`config.mk`:
```
export PLATFORM = sky130hd
export DESIGN_NAME = bavg_front
export DESIGN_NICKNAME = d
export VERILOG_FILES = /design/src/rtl/core/bavg_pkg.sv /design/src/rtl/core/bavg_front.sv
export SDC_FILE = /design/constraint.sdc
export NUM_CORES = 1
export LEC_CHECK = 0
export BUFFER_PORTS_ARGS = -buffer_cell sky130_fd_sc_hd__buf_2
export CAP_MARGIN = 15
export CORE_UTILIZATION = 48
export DETAILED_ROUTE_END_ITERATION = 12
export GPL_TIMING_DRIVEN = 0
export PLACE_DENSITY_LB_ADDON = 0.1
export SLEW_MARGIN = 40
export SYNTH_ARGS = -nofsm -noshare
export SYNTH_HDL_FRONTEND = slang
export SYNTH_SLANG_ARGS = --single-unit
```
`constraint.sdc`:
```
create_clock -name clk_i -period 4.7 [get_ports clk_i]
set_input_delay 0.235 -clock clk_i [delete_from_list [all_inputs] [get_ports clk_i]]
set_output_delay 0.235 -clock clk_i [all_outputs]
set_load 0.05 [all_outputs]
```
`src/rtl/core/bavg_pkg.sv`:
```
// shared types, constants and the reciprocal table of the box average downscaler
`default_nettype none

package bavg_pkg;

  // storage geometry
  localparam int unsigned MAX_WIDTH   = 4096;
  localparam int unsigned MAX_HEIGHT  = 4096;
  localparam int unsigned MAX_FACTOR  = 16;
  localparam int unsigned LANES       = 4;
  localparam int unsigned SAMPLE_W    = 8;
  localparam int unsigned ADDR_W      = $clog2(MAX_WIDTH);
  localparam int unsigned SUM_W       = 16;
  localparam int unsigned ROW_W       = LANES * SUM_W;

  // register widths
  localparam int unsigned FACTOR_W    = 5;
  localparam int unsigned DIM_W       = 13;
  localparam int unsigned CHAN_W      = 3;
  localparam int unsigned CFG_DATA_W  = 13;
  localparam int unsigned CFG_IDX_W   = 2;

  // register reset values
  localparam logic [FACTOR_W-1:0] FACTOR_RST = 5'd2;
  localparam logic [DIM_W-1:0]    WIDTH_RST  = 13'd640;
  localparam logic [DIM_W-1:0]    HEIGHT_RST = 13'd480;
  localparam logic [CHAN_W-1:0]   CHAN_RST   = 3'd3;

  // queue between front and back
  localparam int unsigned FIFO_DEPTH  = 4;
  localparam int unsigned FIFO_PTR_W  = $clog2(FIFO_DEPTH);
  localparam int unsigned FIFO_CNT_W  = FIFO_PTR_W + 1;

  // reciprocal of the block area, scaled by 2^RECIP_SHIFT and rounded up
  localparam int unsigned RECIP_W     = 25;
  localparam int unsigned RECIP_SHIFT = 24;
  localparam int unsigned PROD_W      = SUM_W + RECIP_W;

  typedef enum logic [CFG_IDX_W-1:0] {
    CFG_SCALE  = 2'd0,
    CFG_WIDTH  = 2'd1,
    CFG_HEIGHT = 2'd2,
    CFG_CHANS  = 2'd3
  } cfg_idx_e;

  // clamped configuration as the datapath uses it
  typedef struct packed {
    logic [FACTOR_W-1:0] n;
    logic [DIM_W-1:0]    w;
    logic [DIM_W-1:0]    h;
    logic [CHAN_W-1:0]   chans;
  } cfg_t;

  // one classified pixel handed from front to back
  typedef struct packed {
    logic [ADDR_W-1:0]                  col;
    logic [ADDR_W-1:0]                  row;
    logic                               fresh;
    logic                               emit;
    logic                               last;
    logic [LANES-1:0][SAMPLE_W-1:0]     samp;
  } entry_t;

  // ceil(2^24 / n^2); exact truncated quotient for every block sum
  function automatic logic [RECIP_W-1:0] recip_of(input logic [FACTOR_W-1:0] n);
    logic [RECIP_W-1:0] r;
    case (n)
      5'd1:    r = 25'd16777216;
      5'd2:    r = 25'd4194304;
      5'd3:    r = 25'd1864136;
      5'd4:    r = 25'd1048576;
      5'd5:    r = 25'd671089;
      5'd6:    r = 25'd466034;
      5'd7:    r = 25'd342393;
      5'd8:    r = 25'd262144;
      5'd9:    r = 25'd207127;
      5'd10:   r = 25'd167773;
      5'd11:   r = 25'd138655;
      5'd12:   r = 25'd116509;
      5'd13:   r = 25'd99274;
      5'd14:   r = 25'd85599;
      5'd15:   r = 25'd74566;
      5'd16:   r = 25'd65536;
      default: r = 25'd16777216;
    endcase
    return r;
  endfunction

endpackage

`default_nettype wire

```
`src/rtl/core/bavg_front.sv`:
```
// raster position tracking and pixel classification
`default_nettype none

module bavg_front (
  input  wire logic                    clk_i,
  input  wire logic                    rst_ni,
  input  wire bavg_pkg::cfg_t          cfg_i,
  input  wire logic                    restart_i,
  input  wire logic                    in_valid_i,
  output logic                         in_stall_o,
  input  wire logic [bavg_pkg::SAMPLE_W-1:0] sample_ch0_i,
  input  wire logic [bavg_pkg::SAMPLE_W-1:0] sample_ch1_i,
  input  wire logic [bavg_pkg::SAMPLE_W-1:0] sample_ch2_i,
  input  wire logic [bavg_pkg::SAMPLE_W-1:0] sample_ch3_i,
  input  wire logic                    full_i,
  output logic                         push_o,
  output bavg_pkg::entry_t             entry_o
);

  localparam int unsigned AW = bavg_pkg::ADDR_W;
  localparam int unsigned FW = bavg_pkg::FACTOR_W;
  localparam int unsigned DW = bavg_pkg::DIM_W;
  localparam int unsigned CW = DW + 1;

  logic [AW-1:0]   col_q, col_d, row_q, row_d;
  logic [AW-1:0]   bcol_q, bcol_d, brow_q, brow_d;
  logic [FW-2:0]   cib_q, cib_d, rib_q, rib_d;

  logic            accept;
  logic [AW-1:0]   col_start, row_start;
  logic            col_fit, row_fit, col_last, row_last;
  logic [FW-1:0]   cib_inc, rib_inc, n_m1;
  logic [DW-1:0]   col_inc, row_inc;
  logic [bavg_pkg::LANES-1:0][bavg_pkg::SAMPLE_W-1:0] raw;

  assign in_stall_o = full_i;
  assign accept     = in_valid_i && !full_i;

  // block placement of the current pixel
  assign n_m1      = cfg_i.n - 1'b1;
  assign col_start = col_q - AW'(cib_q);
  assign row_start = row_q - AW'(rib_q);
  assign col_fit   = (CW'(col_start) + CW'(cfg_i.n)) <= CW'(cfg_i.w);
  assign row_fit   = (CW'(row_start) + CW'(cfg_i.n)) <= CW'(cfg_i.h);
  assign col_last  = (CW'(col_start) + (CW'(cfg_i.n) << 1)) > CW'(cfg_i.w);
  assign row_last  = (CW'(row_start) + (CW'(cfg_i.n) << 1)) > CW'(cfg_i.h);

  assign raw[0] = sample_ch0_i;
  assign raw[1] = sample_ch1_i;
  assign raw[2] = sample_ch2_i;
  assign raw[3] = sample_ch3_i;

  // classified word, unused channels forced to zero
  always_comb begin
    entry_o.col   = bcol_q;
    entry_o.row   = brow_q;
    entry_o.fresh = (cib_q == '0) && (rib_q == '0);
    entry_o.emit  = (FW'(cib_q) == n_m1) && (FW'(rib_q) == n_m1);
    entry_o.last  = col_last && row_last;
    for (int k = 0; k < bavg_pkg::LANES; k++) begin
      entry_o.samp[k] = (bavg_pkg::CHAN_W'(k) < cfg_i.chans) ? raw[k] : '0;
    end
  end

  assign push_o = accept && col_fit && row_fit;

  // raster advance
  assign cib_inc = FW'(cib_q) + 1'b1;
  assign rib_inc = FW'(rib_q) + 1'b1;
  assign col_inc = DW'(col_q) + 1'b1;
  assign row_inc = DW'(row_q) + 1'b1;

  always_comb begin
    col_d  = col_q;
    row_d  = row_q;
    bcol_d = bcol_q;
    brow_d = brow_q;
    cib_d  = cib_q;
    rib_d  = rib_q;
    if (restart_i) begin
      col_d  = '0;
      row_d  = '0;
      bcol_d = '0;
      brow_d = '0;
      cib_d  = '0;
      rib_d  = '0;
    end else if (accept) begin
      if (cib_inc >= cfg_i.n) begin
        cib_d  = '0;
        bcol_d = bcol_q + 1'b1;
      end else begin
        cib_d  = cib_inc[FW-2:0];
      end
      col_d = col_inc[AW-1:0];
      if (col_inc >= cfg_i.w) begin
        col_d  = '0;
        cib_d  = '0;
        bcol_d = '0;
        row_d  = row_inc[AW-1:0];
        if (rib_inc >= cfg_i.n) begin
          rib_d  = '0;
          brow_d = brow_q + 1'b1;
        end else begin
          rib_d  = rib_inc[FW-2:0];
        end
        if (row_inc >= cfg_i.h) begin
          row_d  = '0;
          rib_d  = '0;
          brow_d = '0;
        end
      end
    end
  end

  always_ff @(posedge clk_i or negedge rst_ni) begin
    if (!rst_ni) begin
      col_q  <= '0;
      row_q  <= '0;
      bcol_q <= '0;
      brow_q <= '0;
      cib_q  <= '0;
      rib_q  <= '0;
    end else begin
      col_q  <= col_d;
      row_q  <= row_d;
      bcol_q <= bcol_d;
      brow_q <= brow_d;
      cib_q  <= cib_d;
      rib_q  <= rib_d;
    end
  end

endmodule

`default_nettype wire

```
==> metrics.md <==
| Metric | Value |
|---|---|
| DR WL/cell | 15.5 µm |
| F_max | about 220 MHz |
| Core area | around 15,000 µm² |
| CTS Buffer Depth | 2 |
| Via count | between 6,000 and 7,000 |
| Setup TNS | 0 ns |
| Worst-Margin Slew | slightly above 0.8 ns |
| Crit share post-route | 97.0% |
| Post-Syn Area | 7250 µm² |
| Post-Layout Cell Count | approximately 1,200 |
| Clock sink count | 56 |
| GPL Wtd Cong | between 0.8 and 0.9 |
| Syn avg cell area | 8.15 µm² |
| Detailed Route Iter0 Violations | approximately 530 |
| Fin crit period | roughly 4.6 ns |
| Inst Count DP | about 1,200 |
| EDFF count, synth | 0 |
| Vias in the first global route | around 6,400 |
| DRC Markers | 10 |
| Reg2Reg Capture Point | row_q[7] |
| Final Hold Fails | 3 |
| Final hold slack | -0.00373 ns |
| Worst EP required | 4.47 ns |
| Failing checks | DRC, hold timing |
| Largest net degree at the start of global routing | 57 |
| Worst-Skew Late Latency | 0.29 ns |
| Register area share after synthesis | 19.3% |
| Die height | ~120 µm |
| Setup ws final | 0.140 ns |
| Power per cell area | between 700 and 800 nW/µm² |
| Fin nets | 1,258 |
| Critical path's slowest cell | dfrtp_2 |
| Type of the worst setup path | reg -> out |
| Layout Utilization | ~60% |
| Clock transition at path regs | 0.07 ns |
| Area share of the largest cell type after synthesis | between 20% and 30% |
| R2r worst-path depth | 15 |
| Die Area | around 16,000 µm² |
| Die width | roughly 120 µm |
| Pre-antenna DRT Iters | 9 |
| H-tree depth | 2 |
| Met1 Use GR | around 36% |
| First-pass GRT wire length | 30,900 µm |
| Number of cell rows | 44 |
| Post-Route WL | ~19,000 µm |
| CP Capture Type | output port |
| Maximum fanout along the worst path | 4 |
| GRT met2 Usage | a little under two fifths |
| Initial antenna violation count | 0 |
| Synth async-reset ratio | between 90% and 100% |
| Top cells by area, synth | ha_1 (22%), dfrtp_1 (19%), xnor2_1 (6.3%) |
| Max_cap viols | 0 |
| CTS Root Buffer Type | clkbuf_16 |
| Post-DP HPWL | 14,900 µm |
| Diodes inserted | 0 |
| Crit path cell chain | ha_4, fa_2, nor2b_2, o21a_2, nor2_2, xor2_2, ha_1, inv_1, o21ai_2, a21oi_2, or3_4, xnor2_2, ha_1, nand4_1, a21oi_2, a211oi_2, o21ai_2, nor3b_4, buf_6 |
| Pre-CTS WS | -0.182 ns |
| HP Class | in -> async |
| Max-slew violations | 0 |
| Area leader, netlist | ha_1 |
| Post-Syn Nets | 1,092 |
| Crit path largest cell delay | 0.45 ns |
| Initial Util | approximately 50% |
| Syn Inst Count | just under 900 |
| GR Util met3 | ~1.9% |
| Overflow after GRT | 0 |
| Buffers added on ports | 131 |
| Via/cell ratio | 5.60 |
| CTS Buf Count | 5 |
| Relative slew slack | 45.0% |
| Final setup vio count | 0 |
| Outcome | finished, violations left |
| Yosys warnings | 0 |
| Area growth, synth to finish | 24.5% |
| IO Pins | between 100 and 150 |
| Synth Register Bits | between 50 and 60 |
| Worst R2R Start | row_q[6] |
| VDD IR max | 0.302 mV |
| Post-route ant nets | 0 |
| Post-synth cell types | 66 |
| Leakage power total | 4.53 nW |
| RSZ-0062 raised after global routing | yes |
| CP Launch Type | flip-flop |
| Top_reg_cell synth | dfrtp_1 |
| Total GRT Usage | between 20% and 30% |
| Power, Total | around 6.6 mW |
| CTS tree | yes |
| Flop2flop setup slack | between 0.4 and 0.5 ns |
| Layout cells sized above 1 | roughly a quarter |
| Cell area after layout | approximately 9000 µm² |
| Placed cell areas | roughly 8200 µm² |
| Worst EP arrival | 4.33 ns |
| Clock skew after layout | around 0.0032 ns |
| Most used routing layer | met2 |
| Hold-fix buffer count after cts | 0 |
state kept, by name, summed over array words and instances, names as in the netlist:
| signal | count |
|---|---|
| bcol_q | 12 |
| brow_q | 12 |
| cib_q | 4 |
| col_q | 12 |
| rib_q | 4 |
| row_q | 12 |
where the power goes:
part / total (mW) / switching, mW / internal, mW
Combinational: 5.60 / 2.97 / 2.63
Clock: 0.382 / 0.169 / 0.213
Sequential: 0.640 / 0.0918 / 0.548
placed cells by master (no fill, tap or decap), types with 8 or more instances in the layout:
master and instances:
buf_2 128, ha_1 116, inv_1 64, nand2_1 59
dfrtp_1 47, nor2_1 43, xnor2_1 43, nor2b_1 39
o21ai_0 38, nand3_1 37, a21oi_1 36, buf_4 33
xor2_1 30, a21o_1 28, and3_1 21, clkbuf_1 20
nand4_1 19, a22o_1 16, nand2b_1 15, nor3_1 15
and2_1 11, a21oi_2 10, ha_4 9, dfrtp_2 9
nor4_1 8, o21a_1 8
worst max path at each step:
stage          startpoint     endpoint  slack, ns  cells after the start
2_1_floorplan    col_q[0]       push_o       0.09                     17
3_3_place_gp     rib_q[2]       push_o      -0.16                     19
3_5_place_dp     row_q[0]       push_o      -0.18                     19
4_1_cts          cib_q[1]       push_o      0.007                     17
5_1_grt          rib_q[1]       push_o      -0.11                     20
6_report         rib_q[0]  entry_o[32]       0.14                     19
timing repair:
item | 4_1_cts | 5_1_grt
endpoints found under the setup margin | 2 | 21
gates resized for setup | 42 | 67
pin swaps | 7 | 34
buffers inserted | 10 | 20
layer usage:
metal,share of wire [%],wire length (µm),up-vias
li1,-,-,3517
met1,50,9600,3241
met2,44,8530,179
met3,4.8,914,15
met4,0.75,144,0
met5,0,0,-
cells in the mapped netlist, drive strengths merged (5+ instances only):
| cell | number |
|---|---|
| and3 | 22 |
| o211ai | 6 |
| or4 | 9 |
| a22o | 16 |
| fa | 6 |
| nand2b | 16 |
| xnor2 | 52 |
| o21ai | 47 |
| or2 | 8 |
| nand4 | 19 |
| nor3 | 22 |
| dfrtp | 56 |
| and2 | 12 |
| inv | 69 |
| or3 | 5 |
| nor2 | 48 |
| a21oi | 48 |
| buf | 6 |
| o21bai | 6 |
| nand3 | 38 |
| a21o | 28 |
| nand2 | 59 |
| clkbuf | 22 |
| xor2 | 33 |
| nor2b | 42 |
| o31ai | 5 |
| o21a | 9 |
| ha | 125 |
| nor4 | 12 |
| a211oi | 8 |
critical path, delay by kind of cell (launching register included):
family,cells,cell delay (ns)
AND/OR/NAND/NOR,5,0.97
buffers and inverters,2,0.24
AO/OA/AOI/OAI,6,0.79
flip-flops,1,0.45
XOR/XNOR,2,0.31
adder cells (fa/ha/maj),4,1.26
cells by family (layout without fill, tap and decap cells):
kind of cell | Yosys count | in the layout | share of synthesized area, %
AO/OA/AOI/OAI | 198 | 198 | 17.8
AND/OR/NAND/NOR | 318 | 318 | 23.4
multiplexers | 5 | 5 | 0.725
adder cells (fa/ha/maj) | 131 | 131 | 23.2
XOR/XNOR | 85 | 85 | 10.3
flip-flops | 56 | 56 | 19.3
buffers and inverters | 97 | 264 | 5.23
area by class of cell:
type	instances	area (µm²)
inverter	69	259
clock buffer	8	146
buffer	26	116
fill	1314	5620
sequential	56	1410
timing repair buffer	161	896
multi-input combinational	737	5970
tap	184	230
No activity file was read; power rests on OpenSTA's default activity.
