`config.mk`:
```
export PLATFORM = sky130hd
export DESIGN_NAME = bavg_fifo
export DESIGN_NICKNAME = d
export VERILOG_FILES = /design/src/rtl/core/bavg_pkg.sv /design/src/rtl/core/bavg_fifo.sv
export SDC_FILE = /design/constraint.sdc
export NUM_CORES = 1
export LEC_CHECK = 0
export ABC_AREA = 1
export BUFFER_PORTS_ARGS = -buffer_cell sky130_fd_sc_hd__buf_4
export CORE_UTILIZATION = 28
export CTS_BUF_LIST = sky130_fd_sc_hd__clkbuf_16
export DETAILED_ROUTE_END_ITERATION = 12
export PLACE_DENSITY = 0.43
export SLEW_MARGIN = 25
export SYNTH_ARGS = -nofsm -noshare
export SYNTH_HDL_FRONTEND = slang
export SYNTH_SLANG_ARGS = --single-unit
```
`constraint.sdc`:
```
create_clock -name clk_i -period 10.6 [get_ports clk_i]
set_clock_uncertainty 0.2 [all_clocks]
set_input_delay 0.53 -clock clk_i [delete_from_list [all_inputs] [get_ports clk_i]]
set_output_delay 0.53 -clock clk_i [all_outputs]
set_load 0.05 [all_outputs]
```
`src/rtl/core/bavg_pkg.sv`:
```
// shared types, constants and the reciprocal table of the box average downscaler
`default_nettype none

package bavg_pkg;

  // storage geometry
  localparam int unsigned MAX_WIDTH   = 4096;
  localparam int unsigned MAX_HEIGHT  = 4096;
  localparam int unsigned MAX_FACTOR  = 16;
  localparam int unsigned LANES       = 4;
  localparam int unsigned SAMPLE_W    = 8;
  localparam int unsigned ADDR_W      = $clog2(MAX_WIDTH);
  localparam int unsigned SUM_W       = 16;
  localparam int unsigned ROW_W       = LANES * SUM_W;

  // register widths
  localparam int unsigned FACTOR_W    = 5;
  localparam int unsigned DIM_W       = 13;
  localparam int unsigned CHAN_W      = 3;
  localparam int unsigned CFG_DATA_W  = 13;
  localparam int unsigned CFG_IDX_W   = 2;

  // register reset values
  localparam logic [FACTOR_W-1:0] FACTOR_RST = 5'd2;
  localparam logic [DIM_W-1:0]    WIDTH_RST  = 13'd640;
  localparam logic [DIM_W-1:0]    HEIGHT_RST = 13'd480;
  localparam logic [CHAN_W-1:0]   CHAN_RST   = 3'd3;

  // queue between front and back
  localparam int unsigned FIFO_DEPTH  = 4;
  localparam int unsigned FIFO_PTR_W  = $clog2(FIFO_DEPTH);
  localparam int unsigned FIFO_CNT_W  = FIFO_PTR_W + 1;

  // reciprocal of the block area, scaled by 2^RECIP_SHIFT and rounded up
  localparam int unsigned RECIP_W     = 25;
  localparam int unsigned RECIP_SHIFT = 24;
  localparam int unsigned PROD_W      = SUM_W + RECIP_W;

  typedef enum logic [CFG_IDX_W-1:0] {
    CFG_SCALE  = 2'd0,
    CFG_WIDTH  = 2'd1,
    CFG_HEIGHT = 2'd2,
    CFG_CHANS  = 2'd3
  } cfg_idx_e;

  // clamped configuration as the datapath uses it
  typedef struct packed {
    logic [FACTOR_W-1:0] n;
    logic [DIM_W-1:0]    w;
    logic [DIM_W-1:0]    h;
    logic [CHAN_W-1:0]   chans;
  } cfg_t;

  // one classified pixel handed from front to back
  typedef struct packed {
    logic [ADDR_W-1:0]                  col;
    logic [ADDR_W-1:0]                  row;
    logic                               fresh;
    logic                               emit;
    logic                               last;
    logic [LANES-1:0][SAMPLE_W-1:0]     samp;
  } entry_t;

  // ceil(2^24 / n^2); exact truncated quotient for every block sum
  function automatic logic [RECIP_W-1:0] recip_of(input logic [FACTOR_W-1:0] n);
    logic [RECIP_W-1:0] r;
    case (n)
      5'd1:    r = 25'd16777216;
      5'd2:    r = 25'd4194304;
      5'd3:    r = 25'd1864136;
      5'd4:    r = 25'd1048576;
      5'd5:    r = 25'd671089;
      5'd6:    r = 25'd466034;
      5'd7:    r = 25'd342393;
      5'd8:    r = 25'd262144;
      5'd9:    r = 25'd207127;
      5'd10:   r = 25'd167773;
      5'd11:   r = 25'd138655;
      5'd12:   r = 25'd116509;
      5'd13:   r = 25'd99274;
      5'd14:   r = 25'd85599;
      5'd15:   r = 25'd74566;
      5'd16:   r = 25'd65536;
      default: r = 25'd16777216;
    endcase
    return r;
  endfunction

endpackage

`default_nettype wire

```
`src/rtl/core/bavg_fifo.sv`:
```
// short word queue between the classifying front and the accumulating back
`default_nettype none

module bavg_fifo (
  input  wire logic             clk_i,
  input  wire logic             rst_ni,
  input  wire logic             push_i,
  input  wire bavg_pkg::entry_t push_data_i,
  output logic                  full_o,
  input  wire logic             pop_i,
  output bavg_pkg::entry_t      head_o,
  output logic                  empty_o
);

  bavg_pkg::entry_t                      mem_q [bavg_pkg::FIFO_DEPTH];
  logic [bavg_pkg::FIFO_PTR_W-1:0]       wr_ptr_q, wr_ptr_d;
  logic [bavg_pkg::FIFO_PTR_W-1:0]       rd_ptr_q, rd_ptr_d;
  logic [bavg_pkg::FIFO_CNT_W-1:0]       cnt_q, cnt_d;
  logic                                  do_push, do_pop;

  localparam logic [bavg_pkg::FIFO_PTR_W-1:0] PtrLast =
    bavg_pkg::FIFO_PTR_W'(bavg_pkg::FIFO_DEPTH - 1);
  localparam logic [bavg_pkg::FIFO_CNT_W-1:0] CntFull =
    bavg_pkg::FIFO_CNT_W'(bavg_pkg::FIFO_DEPTH);

  assign full_o  = (cnt_q == CntFull);
  assign empty_o = (cnt_q == '0);
  assign head_o  = mem_q[rd_ptr_q];
  assign do_push = push_i && !full_o;
  assign do_pop  = pop_i && !empty_o;

  // pointer and fill count update
  always_comb begin
    wr_ptr_d = wr_ptr_q;
    rd_ptr_d = rd_ptr_q;
    cnt_d    = cnt_q;
    if (do_push) begin
      wr_ptr_d = (wr_ptr_q == PtrLast) ? '0 : wr_ptr_q + 1'b1;
    end
    if (do_pop) begin
      rd_ptr_d = (rd_ptr_q == PtrLast) ? '0 : rd_ptr_q + 1'b1;
    end
    if (do_push && !do_pop) begin
      cnt_d = cnt_q + 1'b1;
    end else if (do_pop && !do_push) begin
      cnt_d = cnt_q - 1'b1;
    end
  end

  always_ff @(posedge clk_i or negedge rst_ni) begin
    if (!rst_ni) begin
      wr_ptr_q <= '0;
      rd_ptr_q <= '0;
      cnt_q    <= '0;
    end else begin
      wr_ptr_q <= wr_ptr_d;
      rd_ptr_q <= rd_ptr_d;
      cnt_q    <= cnt_d;
    end
  end

  // entry storage
  always_ff @(posedge clk_i) begin
    if (do_push) begin
      mem_q[wr_ptr_q] <= push_data_i;
    end
  end

endmodule

`default_nettype wire

```
==> impl_metrics.toml, run 1 <==
[status]
result_of_the_run = "finished, final reports clean"

[global_routing]
grt_use_met2_pct = 20.2
antenna_found_initial = 0
first_pass_grt_wire_length_um = 33400
grt_util_met1_pct = 16.1
via_count_of_the_first_global_routing_pass = 5866
grt-busiest-layer = "met2"
grt_overflow_total = 0
grt_usage_pct = 12.1
grt_use_met3_pct = 1.97
grt_start_max_net_pins = 107

[placement]
place.detailed.hpwl_um = 11800
gpl.final_weighted_congestion = 0.657
place_area_um2 = 11100
numPlacedInstances = 1296
portBuffers = 123

[sta]
finalCritPeriodShare_pct = 34.0
hold_slack_ns = 0.0233
timing.max_slew.rel_slack_pct = 35.4
fmax_mhz = 278
grt_setup_unrepaired = "false"
final_period_minus_worst_setup_slack_ns = 3.60
final_count_of_pins_violating_max_slew = 0
report.final.setup_viol = 0
setup_tns_final_ns = 0
hold_viol_final = 0
max_slew.worst_pin.slew_ns = 0.969

[setup_path]
critical_path_arrival_ns = 2.87
timing.critical_path.from_type = "flop"
type_of_destination_of_the_critical_path = "output pin"
worstPathRequired_ns = 9.87
setup.worst_path.class = "reg -> out"
crit_fanout = 62

[cells_and_area]
drive_above_1_share_pct = 18.3
finalNetCount = 992
final-instance-count-excl-fill = 1398
layout.cell_area.non_filler_um2 = 12500
number_of_filler_instances_in_the_final_layout = 3384
syn_to_final_growth_pct = 27.8

[hold_path]
hold_class = "in -> reg"

[synth]
mappedNetlistNets = 819
synthCells = 749
compound_gate_fraction_of_synth_area_pct = 9.13
synth.cell_area_um2 = 9760
synth_adder_area_share_pct = 0.974
synth_simple_gate_area_share_pct = 8.04
synthDistinctLibCells = 17
ys_top_cells_by_area = "edfxtp_1 (73%), o211ai_1 (9.1%), nand2_1 (7.4%)"
synth-seq-area-share_pct = 74.4
synth_top_cell_by_area = "edfxtp_1"
avgSynthCellArea_um2 = 13.0
synth_top_family_by_area = "compound AO/OA/AOI/OAI gates"
ys_ff_latch = 243
synth_top_area_share_pct = 72.6
post_synthesis_mux_area_share_pct = 0
synthXorXnorAreaFrac_pct = 0.0897
synth-warning-count = 0

[power]
p_total_mw = 3.89
vdd_ir_drop_max_uv = 197
power.density_nw_per_um2 = 311
p_leak_nw = 4.91

[clock_tree]
ctsRootBufferMaster = "clkbuf_16"
tritoncts_clock_tree = "yes"
post-cts-setup-buffers = 0
numCtsBuffers = 27
ctsHtreeMaxLevel = 1
worst_case_clock_buffer_depth = 3
clock-sinks = 243
clock_latency_ns = 0.52
clock_transition_at_the_register_clock_pins_on_the_worst_setup_and_hold_paths_after_cts_ns = 0.06

[die]
dieArea_um2 = 35600
initial_util_pct = 28.3
fp.coreArea_um2 = 34500
die_boundary_height_um = 189
rows = 68
die_width_um = 189
boundaryPins = 124

[detailed_routing]
vias = 5885
vias_per_cell = 4.21
number_of_design_rule_violations_left_by_the_first_detailed_router_iteration = 256
antenna_left = 0
wire_per_inst_um = 15.2
firstDrtPassIters = 4
totalWireLength_um = 21300
detail_route.drc_violations = 0

[run]
max-cap-violations = 0
==> worst paths after layout <==
kind,from,end,slack (ns),depth (start not counted)
max in group asynchronous,rst_ni,rd_ptr_q[0],9.88,2
max reg2reg,cnt_q[0],mem_q[3][0],8.08,5
min,push_data_i[6],mem_q[1][6],0.02,1
min reg2reg,cnt_q[2],cnt_q[2],0.31,2
min in group asynchronous,rst_ni,cnt_q[2],0.16,2
max,rd_ptr_q[1],head_o[3],7.00,6
==> flip-flops by register name, summed over array words and instances, names as in the netlist <==
name      cells
rd_ptr_q      2
cnt_q         3
mem_q       236
wr_ptr_q      2
==> cells in the final DEF (no fill, tap or decap), types with 5 or more instances in the layout <==
master           n
dfrtp_1          5
nand3_1          7
dlygate4sd3_1   52
clkinv_1        10
o211ai_1       118
buf_4          130
edfxtp_1       236
inv_1          138
nand2_1        192
clkbuf_16       27
ha_1             6
==> what timing repair did <==
| item | 4_1_cts | 5_1_grt |
|---|---|---|
| endpoints found under the hold margin | 194 | 9 |
| hold buffers | 48 | 4 |
| gates resized for setup | 0 | 0 |
==> through the flow <==
stage / worst slack (ns) / utilization, %
3_3_place_gp: 7.41 / 32.3
3_5_place_dp: 7.40 / 32.3
6_report: 7.00 / 36.2
2_1_floorplan: 6.73 / -
5_1_grt: 6.72 / 36.2
4_1_cts: 6.82 / 36.1
==> kinds of logic (layout without fill, tap and decap cells) <==
logic type / after synthesis / count (layout)
buf+inv: 173 / 366
fa+ha+maj: 7 / 7
other cells: 0 / 1
flops: 243 / 243
xor+xnor: 1 / 1
compound gates: 119 / 119
simple gates: 206 / 206
==> cell type report <==
cell class	instances	area [um2]	area share (%)
Clock buffer	27	676	5.41
Multi-Input combinational cell	333	1810	14.5
Inverter	134	503	4.03
Tap cell	455	569	4.56
Antenna cell	1	2.50	0.0201
Clock inverter	22	145	1.16
Timing Repair Buffer	183	1510	12.1
Sequential cell	243	7270	58.2
==> critical path: stages (launching register included) <==
cell,delay [ns]
dfrtp_2,0.34
buf_4,0.69
inv_2,0.37
buf_4,0.39
o211ai_1,0.17
nand2_1,0.13
buf_4,0.21
==> synth_stat cells <==
library cell,n
buf_2,27
buf_4,8
buf_6,1
clkbuf_1,3
dfrtp_1,7
edfxtp_1,236
fa_1,1
ha_1,6
inv_1,133
inv_2,1
nand2_1,192
nand3_1,7
nand4_1,1
nor2_1,6
o211ai_1,118
o21ai_0,1
xnor2_1,1
==> power breakdown <==
group | total [mW] | leakage, nW | switching [mW] | internal, mW
Combinational | 1.68 | 2.25 | 1.22 | 0.451
Clock | 0.871 | 0.423 | 0.364 | 0.507
Sequential | 1.34 | 2.24 | 0.0730 | 1.27
==> routing by layer <==
layer | vias up | share of wire, %
met1 | 2809 | 47
met2 | 109 | 47
met4 | 0 | 2.0
met3 | 30 | 3.9
met5 | - | 0
li1 | 2937 | -
No activity file was read; power rests on OpenSTA's default activity.
==> run 2: changes to the inputs <==
Settings changed: PLACE_DENSITY 0.43 to 0.44.
Clock period 10.6 ns to 2.95 ns, I/O delays scaled along.
==> run 2 against run 1 <==
Against the previous run:
- largest cell class unchanged
- the run now ends with design-rule violations left
- worst setup slack got worse by 6.6 ns
- critical endpoint is now head_o[29]
- non-clock buffer count is 21 higher
- first-iteration DRC count grew 30%
- register-to-register slack worse by 7.5 ns
- largest power group unchanged
==> impl_metrics.toml, run 2 (synthesis results as in run 1) <==
[global_routing]
grt_use_met3_pct = 2.10
grt_use_met2_pct = 20.5
grt-busiest-layer = "met2"
via_count_of_the_first_global_routing_pass = 6000
grt_util_met1_pct = 16.2
antenna_found_initial = 2
grt_overflow_total = 0
grt_usage_pct = 12.2
grt_start_max_net_pins = 68
first_pass_grt_wire_length_um = 33900

[clock_tree]
post-cts-setup-buffers = 0
post_cts_resized = 0
ctsRootBufferMaster = "clkbuf_16"
clock-sinks = 243
clock_latency_ns = 0.54
worst_case_clock_buffer_depth = 3
ctsHtreeMaxLevel = 1
numCtsBuffers = 29
cts.hold.buffers_added = 63
clock_transition_at_the_register_clock_pins_on_the_worst_setup_and_hold_paths_after_cts_ns = 0.06
tritoncts_clock_tree = "yes"

[die]
initial_util_pct = 28.3
die_width_um = 189
dieArea_um2 = 35600
die_boundary_height_um = 189
rows = 68
boundaryPins = 124
fp.coreArea_um2 = 34500

[setup_path]
worst_path_max_delay_cell = "dfrtp_4"
timing.rr.end = "cnt_q[1]"
type_of_destination_of_the_critical_path = "output pin"
critPathCapture = "head_o[29]"
worstPathRequired_ns = 2.60
r2r_setup_slack_ns = 0.61
worst_path_largest_cell_delay_ns = 0.80
timing.critical_path.cells = "buf_12 > o211ai_1 > nand2_1 > buf_4"
crit_fanout = 67
timing.critical_path.from_type = "flop"
r2r_cells = 9
critical_path_arrival_ns = 2.23
path_buf_inv = 2
crit_path_start = "rd_ptr_q[0]"
worstSetupPathDepth = 4
setup.worst_path.class = "reg -> out"
critical-path-top-delay-family = "flip-flops"
worst_r2r_startpoint = "cnt_q[0]"

[detailed_routing]
vias_per_cell = 4.20
number_of_design_rule_violations_left_by_the_first_detailed_router_iteration = 333
totalWireLength_um = 21600
vias = 5956
detail_route.drc_violations = 3
firstDrtPassIters = 8
antenna_left = 0
wire_per_inst_um = 15.2

[sta]
report.final.setup_viol = 0
fmax_mhz = 388
max_slew.worst_pin.slew_ns = 0.833
hold_slack_ns = 0.155
final_critical_path_setup_slack_ns = 0.373
timing.max_slew.rel_slack_pct = 44.5
finalCritPeriodShare_pct = 87.4
setup_tns_final_ns = 0
final_period_minus_worst_setup_slack_ns = 2.58
final_count_of_pins_violating_max_slew = 0
hold_viol_final = 0
grt_setup_unrepaired = "false"

[cells_and_area]
finalNetCount = 1015
syn_to_final_growth_pct = 30.2
layout.cells.most_common = "edfxtp_1"
most_frequent_cells_in_the_layout = "edfxtp_1 (236), nand2_1 (192), inv_1 (144), buf_4 (136), o211ai_1 (118)"
number_of_filler_instances_in_the_final_layout = 3317
regMostFlops = "mem_q"
drive_above_1_share_pct = 18.7
largest_registers = "mem_q: 236 flops, cnt_q: 3 flops"
max_ffs_per_register = 236

[power]
vdd_ir_drop_max_uv = 663
p_leak_nw = 5.04
power.density_nw_per_um2 = 1110
p_total_mw = 14.1

[placement]
dpl_worst_slack_ns = 0.621
place.detailed.hpwl_um = 12900
portBuffers = 123
gpl.final_weighted_congestion = 0.716

[run]
max-cap-violations = 0

[status]
result_of_the_run = "finished with violations"
violations = "design-rule violations"

[hold_path]
hold_class = "in -> reg"
-- run 2: cell types whose count changed in the layout (fill, tap and decap cells not counted), sizes merged --
cell / change
clkbuf: +2
bufinv: -2
dlygate4sd3: +11
inv: +7
clkinv: -8
buf: +10
-- run 2: metal layers --
metal,part of all wire [%],vias to the layer above
met3,3.8,36
met4,1.9,2
met1,47,2837
met5,0.079,-
li1,-,2981
met2,48,100
-- run 2: final cells by class --
| cell class | instances | area (um2) | share of cell area (%) |
|---|---|---|---|
| sequential | 243 | 7270 | 57.2 |
| timing repair buffer | 204 | 1750 | 13.8 |
| inverter | 134 | 503 | 3.96 |
| tap | 455 | 569 | 4.48 |
| clock inverter | 19 | 82.6 | 0.650 |
| clock buffer | 29 | 726 | 5.71 |
| multi-input combinational | 333 | 1810 | 14.2 |
| antenna | 1 | 2.50 | 0.0197 |
-- run 2: worst min-delay path by stage --
stage / startpoint / cells after the start / end
floorplan: rst_ni / 0 / cnt_q[0]
global placement: rst_ni / 1 / cnt_q[0]
detailed placement: rst_ni / 1 / cnt_q[0]
CTS: push_data_i[27] / 2 / mem_q[1][27]
global route: push_data_i[32] / 2 / mem_q[3][32]
finish: push_data_i[32] / 2 / mem_q[3][32]
-- run 2: stage by stage --
step | utilization, % | instance area (um2) | cells
2_1_floorplan | - | 9760 | 749
3_3_place_gp | 32.7 | 11300 | 1306
3_5_place_dp | 32.7 | 11300 | 1306
4_1_cts | 36.9 | 12700 | 1417
5_1_grt | 36.9 | 12700 | 1418
6_report | 36.9 | 12700 | 1418
-- run 2: power breakdown --
part	total [mW]	internal [mW]	switching, mW
sequential	4.80	4.54	0.258
combinational	6.20	1.76	4.44
clock	3.06	1.75	1.30
-- run 2: worst reg2reg max path, cell delays in order, from the launching register on --
cell,delay (ns)
dfrtp_1,0.42
inv_1,0.09
nand3_1,0.14
nand2_1,0.39
inv_1,0.10
ha_1,0.23
inv_1,0.09
fa_1,0.41
nand2_1,0.07
o21ai_0,0.08
